$ cat src/rtl/bdr_pkg.sv
`timescale 1ns / 1ps

package bdr_pkg;

	localparam int PORT_BITS = 8;

	typedef enum logic [2:0] {
		MODE_TICK   = 3'd0,
		MODE_PRESS  = 3'd1,
		MODE_REPEAT = 3'd2,
		MODE_SHORT  = 3'd3,
		MODE_LONG   = 3'd4
	} mode_t;

	typedef enum logic [1:0] {
		REG_ENABLE = 2'd0,
		REG_START  = 2'd1,
		REG_NEXT   = 2'd2
	} reg_idx_t;

	localparam logic [7:0] ENABLE_RST = 8'hFF;
	localparam logic [7:0] START_RST  = 8'd50;
	localparam logic [7:0] NEXT_RST   = 8'd20;

	typedef struct packed {
		logic tick;
		logic pin;
		logic clr;
	} lane_ctrl_t;

	typedef struct packed {
		logic held_q;
		logic press_q;
		logic held_nx;
		logic press_nx;
	} lane_stat_t;

	typedef struct packed {
		logic  accept;
		mode_t mode;
	} merge_ctrl_t;

endpackage

$ cat src/rtl/bdr_lane.sv
`timescale 1ns / 1ps

module bdr_lane import bdr_pkg::*; (
	input  logic       clk,
	input  logic       arst_n,
	input  lane_ctrl_t ctrl,
	output lane_stat_t stat
);

	logic cnt_lo_q, cnt_hi_q, held_q, press_q;
	logic diff, cnt_lo_nx, cnt_hi_nx, flip, held_nx, press_nx;

	always_comb begin
		diff      = held_q ^ ~ctrl.pin;
		cnt_lo_nx = ~(cnt_lo_q & diff);
		cnt_hi_nx = cnt_lo_nx ^ (cnt_hi_q & diff);
		flip      = diff & cnt_lo_nx & cnt_hi_nx;
		held_nx   = held_q ^ flip;
		press_nx  = press_q | (held_nx & flip);
	end

	always_ff @(posedge clk or negedge arst_n) begin
		if (!arst_n) begin
			cnt_lo_q <= 1'b1;
			cnt_hi_q <= 1'b1;
			held_q   <= 1'b0;
			press_q  <= 1'b0;
		end else if (ctrl.tick) begin
			cnt_lo_q <= cnt_lo_nx;
			cnt_hi_q <= cnt_hi_nx;
			held_q   <= held_nx;
			press_q  <= press_nx;
		end else if (ctrl.clr) begin
			press_q <= 1'b0;
		end
	end

	assign stat = '{held_q: held_q, press_q: press_q, held_nx: held_nx, press_nx: press_nx};

endmodule

$ cat src/rtl/bdr_merge.sv
`timescale 1ns / 1ps

module bdr_merge import bdr_pkg::*; (
	input  logic                 clk,
	input  logic                 arst_n,
	input  merge_ctrl_t          ctrl,
	input  logic [PORT_BITS-1:0] query,
	input  logic [PORT_BITS-1:0] enable,
	input  logic [7:0]           start,
	input  logic [7:0]           next,
	input  logic [PORT_BITS-1:0] held_q,
	input  logic [PORT_BITS-1:0] press_q,
	input  logic [PORT_BITS-1:0] held_nx,
	input  logic [PORT_BITS-1:0] press_nx,
	output logic [PORT_BITS-1:0] clr,
	output logic [PORT_BITS-1:0] result
);

	logic [PORT_BITS-1:0] rep_q, rep_nx, rep_tick, held_en, take, rep_take;
	logic [7:0]           cd_q, cd_nx, cd_base, cd_dec;
	logic                 expire;

	always_comb begin
		held_en  = held_nx & enable;
		cd_base  = (held_en == '0) ? start : cd_q;
		cd_dec   = cd_base - 8'd1;
		expire   = (cd_dec == 8'd0);
		rep_tick = expire ? (rep_q | held_en) : rep_q;
		rep_take = query & rep_q;
		take     = '0;
		rep_nx   = rep_q;
		cd_nx    = cd_q;
		result   = '0;
		case (ctrl.mode)
			MODE_TICK: begin
				rep_nx = rep_tick;
				cd_nx  = expire ? next : cd_dec;
				result = (press_nx | held_nx | rep_tick) & enable;
			end
			MODE_PRESS: begin
				take   = query & press_q;
				result = take;
			end
			MODE_REPEAT: begin
				rep_nx = rep_q & ~rep_take;
				result = rep_take;
			end
			MODE_SHORT: begin
				take   = query & ~held_q & press_q;
				result = take;
			end
			MODE_LONG: begin
				rep_nx = rep_q & ~rep_take;
				take   = rep_take & press_q;
				result = take;
			end
			default: begin
				result = '0;
			end
		endcase
		clr = ctrl.accept ? take : '0;
	end

	always_ff @(posedge clk or negedge arst_n) begin
		if (!arst_n) begin
			rep_q <= '0;
			cd_q  <= 8'd0;
		end else if (ctrl.accept) begin
			rep_q <= rep_nx;
			cd_q  <= cd_nx;
		end
	end

endmodule

$ cat src/rtl/button_debounce_repeat.sv
`timescale 1ns / 1ps

// The result of an accepted item is registered in the output register that drives m_tdata.
// Throughput: one item per cycle while the output register is empty or m_tready is high; the single output
// register accepts a new item in the cycle its contents are taken.
// Reset: arst_n clears counters to all ones, flags, countdown and output valid,
// and loads the delay registers with their defaults; no clearing pass.
module button_debounce_repeat import bdr_pkg::*; (
	input  logic        clk,
	input  logic        arst_n,
	input  logic        s_tvalid,
	output logic        s_tready,
	input  logic [15:0] s_tdata,   // pin_levels [7:0], query_mask [15:8]
	input  logic [2:0]  s_tuser,   // mode [2:0]
	output logic        m_tvalid,
	input  logic        m_tready,
	output logic [7:0]  m_tdata,   // button_bits [7:0]
	input  logic        psel,
	input  logic        penable,
	input  logic        pwrite,
	input  logic [3:0]  paddr,
	input  logic [31:0] pwdata,
	output logic [31:0] prdata,
	output logic        pready
);

	logic [7:0]           enable_q, start_q, next_q;
	logic                 cfg_wr, accept;
	reg_idx_t             reg_idx;
	logic [PORT_BITS-1:0] pins, query, enable, clr, result;
	logic [PORT_BITS-1:0] held_q, press_q, held_nx, press_nx;
	lane_ctrl_t           lane_ctrl [PORT_BITS];
	lane_stat_t           lane_stat [PORT_BITS];
	merge_ctrl_t          merge_ctrl;
	mode_t                mode;
	logic                 m_tvalid_q;
	logic [7:0]           m_tdata_q;

	assign pready  = 1'b1;
	assign reg_idx = reg_idx_t'(paddr[3:2]);
	assign cfg_wr  = psel & penable & pwrite & pready;

	always_ff @(posedge clk or negedge arst_n) begin
		if (!arst_n) begin
			enable_q <= ENABLE_RST;
			start_q  <= START_RST;
			next_q   <= NEXT_RST;
		end else if (cfg_wr) begin
			case (reg_idx)
				REG_ENABLE: enable_q <= pwdata[7:0];
				REG_START:  start_q  <= pwdata[7:0];
				REG_NEXT:   next_q   <= pwdata[7:0];
				default: begin
				end
			endcase
		end
	end

	always_comb begin
		case (reg_idx)
			REG_ENABLE: prdata = {24'd0, enable_q};
			REG_START:  prdata = {24'd0, start_q};
			REG_NEXT:   prdata = {24'd0, next_q};
			default:    prdata = 32'd0;
		endcase
	end

	assign s_tready = ~m_tvalid_q | m_tready;
	assign accept   = s_tvalid & s_tready;
	assign mode     = mode_t'(s_tuser);
	assign pins     = PORT_BITS'(s_tdata[7:0]);
	assign query    = PORT_BITS'(s_tdata[15:8]);
	assign enable   = PORT_BITS'(enable_q);

	assign merge_ctrl = '{accept: accept, mode: mode};

	for (genvar i = 0; i < PORT_BITS; i++) begin : g_lane
		assign lane_ctrl[i] = '{tick: accept & (mode == MODE_TICK), pin: pins[i], clr: clr[i]};

		bdr_lane u_lane (
			.clk    (clk),
			.arst_n (arst_n),
			.ctrl   (lane_ctrl[i]),
			.stat   (lane_stat[i])
		);

		assign held_q[i]   = lane_stat[i].held_q;
		assign press_q[i]  = lane_stat[i].press_q;
		assign held_nx[i]  = lane_stat[i].held_nx;
		assign press_nx[i] = lane_stat[i].press_nx;
	end

	bdr_merge u_merge (
		.clk      (clk),
		.arst_n   (arst_n),
		.ctrl     (merge_ctrl),
		.query    (query),
		.enable   (enable),
		.start    (start_q),
		.next     (next_q),
		.held_q   (held_q),
		.press_q  (press_q),
		.held_nx  (held_nx),
		.press_nx (press_nx),
		.clr      (clr),
		.result   (result)
	);

	always_ff @(posedge clk or negedge arst_n) begin
		if (!arst_n) begin
			m_tvalid_q <= 1'b0;
		end else if (s_tready) begin
			m_tvalid_q <= s_tvalid;
		end
	end

	always_ff @(posedge clk) begin
		if (accept) begin
			m_tdata_q <= 8'(result);
		end
	end

	assign m_tvalid = m_tvalid_q;
	assign m_tdata  = m_tdata_q;

endmodule

$ cat config.mk
export PLATFORM = sky130hd
export DESIGN_NAME = button_debounce_repeat
export DESIGN_NICKNAME = d
export VERILOG_FILES = /design/src/rtl/bdr_pkg.sv /design/src/rtl/bdr_lane.sv /design/src/rtl/bdr_merge.sv /design/src/rtl/button_debounce_repeat.sv
export SDC_FILE = /design/constraint.sdc
export NUM_CORES = 1
export LEC_CHECK = 0
export BUFFER_PORTS_ARGS = -buffer_cell sky130_fd_sc_hd__buf_2
export CORE_MARGIN = 1.5
export CORE_UTILIZATION = 25
export CTS_CLUSTER_DIAMETER = 200
export DETAILED_ROUTE_END_ITERATION = 8
export GPL_ROUTABILITY_DRIVEN = 0
export PLACE_DENSITY = 0.54
export RECOVER_POWER = 25
export SETUP_SLACK_MARGIN = 0.2
export SLEW_MARGIN = 20
export SYNTH_ARGS = -nofsm -noshare
export SYNTH_HDL_FRONTEND = slang
export SYNTH_SLANG_ARGS = --single-unit
$ cat constraint.sdc
create_clock -name clk -period 10.3 [get_ports clk]
set_input_delay 1.03 -clock clk [delete_from_list [all_inputs] [get_ports clk]]
set_output_delay 1.03 -clock clk [all_outputs]
set_load 0.005 [all_outputs]
# Word-level counts from Yosys, hierarchy flattened
# Cells that the tools add are included.
[totals]
latchBits = 0
in_bits = 62
n_memories = 0
ram_bits = 0
output_inout_bits = 43
regBits = 81
wordCells = 196
romBits = 0
[op_classes]
div = 0
n_bitwise = 107
multipliers = 0
add_sub_neg = 1
n_mux = 24
order_cmp = 0
reduce_logical = 19
n_eq_ne = 6
shifts = 0
[op_table]
columns = ["cell", "count"]
rows = [
  ["$and A8 B8 Y8", 8],
  ["$pmux W8 S3", 2],
  ["$and A1 B1 Y1", 44],
  ["$pmux W8 S5", 1],
  ["$mux W8", 4],
  ["$or A8 B8 Y8", 3],
  ["$xor A1 B1 Y1", 24],
  ["$reduce_bool A2 Y1", 9],
  ["$not A1 Y1", 17],
  ["$logic_not A8 Y1", 2],
  ["$mux W1", 16],
  ["$not A8 Y8", 2],
  ["$pmux W8 S2", 1],
  ["$reduce_and A2 Y1", 5],
  ["$or A1 B1 Y1", 9],
  ["$sub A8 B1 Y8 const B", 1],
  ["$eq A3 B2 Y1 const B", 2],
  ["$eq A3 B1 Y1 const B", 1],
  ["$eq A3 B3 Y1 const B", 1],
  ["$logic_not A3 Y1", 1],
  ["$eq A2 B1 Y1 const B", 1],
  ["$eq A2 B2 Y1 const B", 1],
  ["$logic_not A2 Y1", 1],
  ["$reduce_or A2 Y1", 1],
]

# Longest topological paths before layout
[logic_depth]
word_depth = 16
depth_mapped = 14
depth_no_buf = 14

# Hierarchy
# From an unflattened synthesis, not the netlist that was laid out.
[unflattened]
cells_unflattened = 556
area_unflattened_um2 = 5330.1
[by_module_without_submodules]
columns = ["mod", "n_inst", "cells_per_inst", "area_per_inst_um2", "seq_area_each_um2"]
rows = [
  ["bdr_lane", 8, 27, 247.7, 102.6],
  ["bdr_merge", 1, 219, 1705.4, 400.4],
  ["button_debounce_repeat", 1, 121, 1642.8, 882.1],
]

# Least setup slack after synthesis
# No wires, ideal clock.
[synth_timing]
path_kind = "input to register"
startpoint = "in s_tdata[2]"
endpoint = "reg u_merge.rep_q[1]"
n_path_buf = 0
arrival_time_ns = 3.896
path_slack_ns = 6.312
setup_time_ns = 0.093
required_time_ns = 10.207
stages = 14
path_cell_list = "xor2_1 nor3_1 ha_1 nand2b_1 nand4_1 nor2_8 mux2i_1 ha_1 xor2_1 nor4b_1 nand4_2 mux2i_4 nand2_4 o31ai_2"
[synth_between]
elab_chain_cells = 14
word_cells_on_any_way = 16
cone_classes = "1 x add/sub; 3 x mux; 10 x bitwise; 2 x reduce/logical"
[synth_lines]
columns = ["item", "line_no", "text"]
rows = [
  ["start, declared", "button_debounce_repeat.sv:13", "input logic [15:0] s_tdata,"],
  ["$not A1 Y1 (*)", "bdr_lane.sv:14", "diff = held_q ^ ~ctrl.pin;"],
  ["$xor A1 B1 Y1 (*)", "bdr_lane.sv:14", ""],
  ["$and A1 B1 Y1", "bdr_lane.sv:15", "cnt_lo_nx = ~(cnt_lo_q & diff);"],
  ["$not A1 Y1", "bdr_lane.sv:15", ""],
  ["$and A1 B1 Y1 / $xor A1 B1 Y1 (equally long branches)", "bdr_lane.sv:17, bdr_lane.sv:16", ""],
  ["$and A1 B1 Y1 (*)", "bdr_lane.sv:17", "flip = diff & cnt_lo_nx & cnt_hi_nx;"],
  ["$xor A1 B1 Y1 (*)", "bdr_lane.sv:18", "held_nx = held_q ^ flip;"],
  ["$and A8 B8 Y8 (*)", "bdr_merge.sv:24", "held_en = held_nx & enable;"],
  ["$logic_not A8 Y1 (*)", "bdr_merge.sv:25", "cd_base = (held_en == '0) ? start : cd_q;"],
  ["$mux W8 (*)", "bdr_merge.sv:25", ""],
  ["$sub A8 B1 Y8 (*)", "bdr_merge.sv:26", "cd_dec = cd_base - 8'd1;"],
  ["$logic_not A8 Y1 (*)", "bdr_merge.sv:27", "expire = (cd_dec == 8'd0);"],
  ["$mux W8 (*)", "bdr_merge.sv:28", "rep_tick = expire ? (rep_q | held_en) : rep_q;"],
  ["$pmux W8 S2 (*)", "bdr_merge.sv:34", "case (ctrl.mode)"],
  ["end signal, assigned", "bdr_merge.sv:69", "rep_q <= rep_nx;"],
  ["end, declared", "bdr_merge.sv:19", "logic [PORT_BITS-1:0] rep_q, rep_nx, rep_tick, held_en, take, rep_take;"],
]
# Mark *: on every way between the ends. The rest lies on a longest branch, timed or not.
# A chain may end at the register's enable or synchronous reset.

==> impl_metrics.csv <==
group,metric,value,unit
outcome,status,"finished with violations",
outcome,violations,"max-capacitance violations, max-slew violations",
clock_tree,numCtsBuffers,9,
layout,final_area,5484,µm²
critical_path,reg2reg_to,"u_merge.rep_q[6]$_DFFE_PN0P_",
placed_design,pre_cts_slack,5595,ps
die,die_h,141.6,µm
pwr,p_leak,2.354,nW
yosys,ys_types,55,
layout,synthToLayoutAreaGrowth,14.17,%
yosys,yosysWarnings,0,
route,drc_errors,0,
global_routing,grt_use_total,12.72,%
clock_tree,postCtsSetupBuffers,0,
hold_path,hp-class,"register to register",
global_routing,grt_pass1_vias,3739,
placed_design,dpl_cell_area,5218,µm²
timing,relSlewSlack,-173.5,%
pwr,power_per_cell_area,234.9,nW/µm²
critical_path,critPathLaunchType,"input port",
critical_path,crit_required,9790,ps
hold_path,min-delay-start,"next_q[0]$_DFFE_PN0P_",
critical_path,r2r_cells,14,
critical_path,worstSetupEndpointType,"asynchronous set/reset pin",
critical_path,critPathMaxStageDelay,2840,ps
placed_design,dp_hpwl,8.775,mm
layout,drive_gt1_share,25.74,%
die,die-area,20050,µm²
yosys,synth_edf_count,8,
clock_tree,cts_tree,"yes",
timing,skew,10.98,ps
die,die_w,141.6,µm
global_routing,antenna_found_initial,0,
critical_path,reg2reg_slack,6280,ps
timing,setup_violations,0,
timing,tightest_slew,4102,ps
critical_path,path_cells,"buf_2 > clkbuf_1",
yosys,ys_ff_latch,81,
timing,layout_min_cycle_time,4530,ps
timing,whs,517.8,ps
yosys,synth_area,4803,µm²
timing,tns,0,ps
clock_tree,cts-root-buf,"clkbuf_16",
global_routing,grt_pass1_wl,19.61,mm
global_routing,grt_max_degree,74,
flow_run,max_cap_violations,1,
clock_tree,path_clk_slew,60,ps
route,drtAntennaViolNets,0,
layout,diodes,0,
yosys,synth.avg_cell_area,9.883,µm²
critical_path,r2r_start,"g_lane[0].u_lane.held_q$_DFFE_PN0P_",
critical_path,path_delay_family,"buffers and inverters",
pwr,ir_drop,0.0001056,V
timing,rsz0062_at_grt,"no",
critical_path,cp_max_fo,73,
timing,setup_ws,5770,ps
placed_design,io_buffers,53,
critical_path,slowest_stage,"clkbuf_1",
timing,final.period_utilization,43.98,%
route,vias_per_cell,4.762,
clock_tree,clock_path_buffers,2,
die,initial_utilization,25.59,%
global_routing,grt_overflow,0,
pwr,power,1.288,mW
timing,finalHoldViolCount,0,
timing,fmax,220.8,MHz
route,routedWlPerCell,15.97,µm
layout,nNetsFinal,607,
route,drtPass1Iterations,5,
clock_tree,cts.sinks,81,
route,vias,3686,
yosys,synthCells,486,
die,core,18770,µm²
route,dr.first_iter.drc_count,231,
die,pin_count,105,
critical_path,crit_buf_inv,2,
die,rows,50,
critical_path,arrival,4020,ps
yosys,synth_flop_cell,"dfrtp_1",
hold_path,whs_endpoint,"next_q[0]$_DFFE_PN0P_",
clock_tree,clkLatencyLatePin,350,ps
route,wirelength,12.36,mm
clock_tree,cts_hold_buf,0,
yosys,yosysSeqAreaShare,43.79,%
yosys,async_flop_share,90.12,%
hold_path,holdPathStages,1,
timing,final-max-slew-violation-count,74,
clock_tree,cts.repair.resized,0,
clock_tree,htree_num_levels,3,
critical_path,criticalPathCategory,"input port to asynchronous set/reset pin",
-- worst max-delay path by stage --
stage / depth (start not counted) / start / end / slack (ps)
after detailed placement: 15 / s_tdata[0] / u_merge.rep_q[3]$_DFFE_PN0P_ / 5590
after floorplan: 14 / s_tdata[2] / u_merge.rep_q[1]$_DFFE_PN0P_ / 6310
after CTS: 15 / s_tdata[0] / u_merge.rep_q[3]$_DFFE_PN0P_ / 5940
final: 2 / arst_n / u_merge.cd_q[1]$_DFFE_PN0P_ / 5770
after global routing: 2 / arst_n / g_lane[2].u_lane.press_q$_DFFE_PN0P_ / 4880
after global placement: 15 / s_tdata[0] / u_merge.rep_q[1]$_DFFE_PN0P_ / 5720
-- through the flow --
step,util (%),cells
2_1_floorplan,-,509
3_3_place_gp,27.80,758
3_5_place_dp,27.80,758
4_1_cts,29.21,774
5_1_grt,29.22,774
6_report,29.22,774
-- routing by layer --
layer	vias to the layer above	GRT usage (%)	part of all wire [%]
met5	-	0	0
met4	0	4.449	0.51
met3	5	2.396	6.3
met2	112	19.77	46
met1	1779	17.66	47
li1	1790	-	-
-- cells by family after synthesis --
logic type	after synthesis	synth area share, %
and+or+nand+nor	186	20.40
AOI/OAI and AO/OA	81	11.33
xor gates and xnor gates	20	3.647
buffers and inverters	56	6.538
adders and majority gates	10	2.605
other	2	0.1563
DFF	81	43.79
muxes	50	11.54
-- layout make-up --
type / instances / area [µm²]
Sequential cell: 81 / 2103
Fill cell: 1985 / 13280
Tap cell: 234 / 292.8
Multi-Input combinational cell: 372 / 2479
Inverter: 14 / 52.55
Timing Repair Buffer: 57 / 291.5
Clock buffer: 11 / 232.7
Clock inverter: 5 / 32.53
-- cells in the mapped netlist (10+ instances only) --
| cell | number | area, µm² |
|---|---|---|
| dfrtp_1 | 44 | 1101 |
| mux2i_1 | 18 | 180.2 |
| o21ai_1 | 16 | 80.08 |
| inv_1 | 13 | 48.80 |
| buf_4 | 25 | 187.7 |
| mux2_2 | 10 | 112.6 |
| nor2_1 | 29 | 108.9 |
| nand2_1 | 59 | 221.5 |
| dfstp_2 | 29 | 762.0 |
| o31ai_2 | 10 | 125.1 |
| ha_1 | 10 | 125.1 |
| nor3_1 | 12 | 60.06 |
| nand2b_1 | 11 | 68.82 |
| a21oi_1 | 30 | 150.1 |
| nand3_1 | 29 | 145.1 |
| nand4_1 | 11 | 68.82 |
| xnor2_1 | 11 | 96.34 |
| mux2_1 | 20 | 225.2 |
-- power by group --
| group | total, mW | internal (mW) | switching [mW] |
|---|---|---|---|
| combinational | 0.448 | 0.218 | 0.230 |
| clock | 0.294 | 0.163 | 0.131 |
| sequential | 0.546 | 0.440 | 0.106 |
-- placed cells by master, fill, tap and decap left out, types with 11 or more instances in the layout --
cell type  count
inv_1         13
nor3_1        12
nand3_1       29
nand4_1       11
a21oi_1       30
dfrtp_1       44
mux2_1        20
nor2_1        29
nand2b_1      11
nand2_1       59
dfstp_2       29
conb_1        25
buf_2         53
o21ai_1       16
xnor2_1       11
mux2i_1       18
Power figures use the tool's default switching activity.
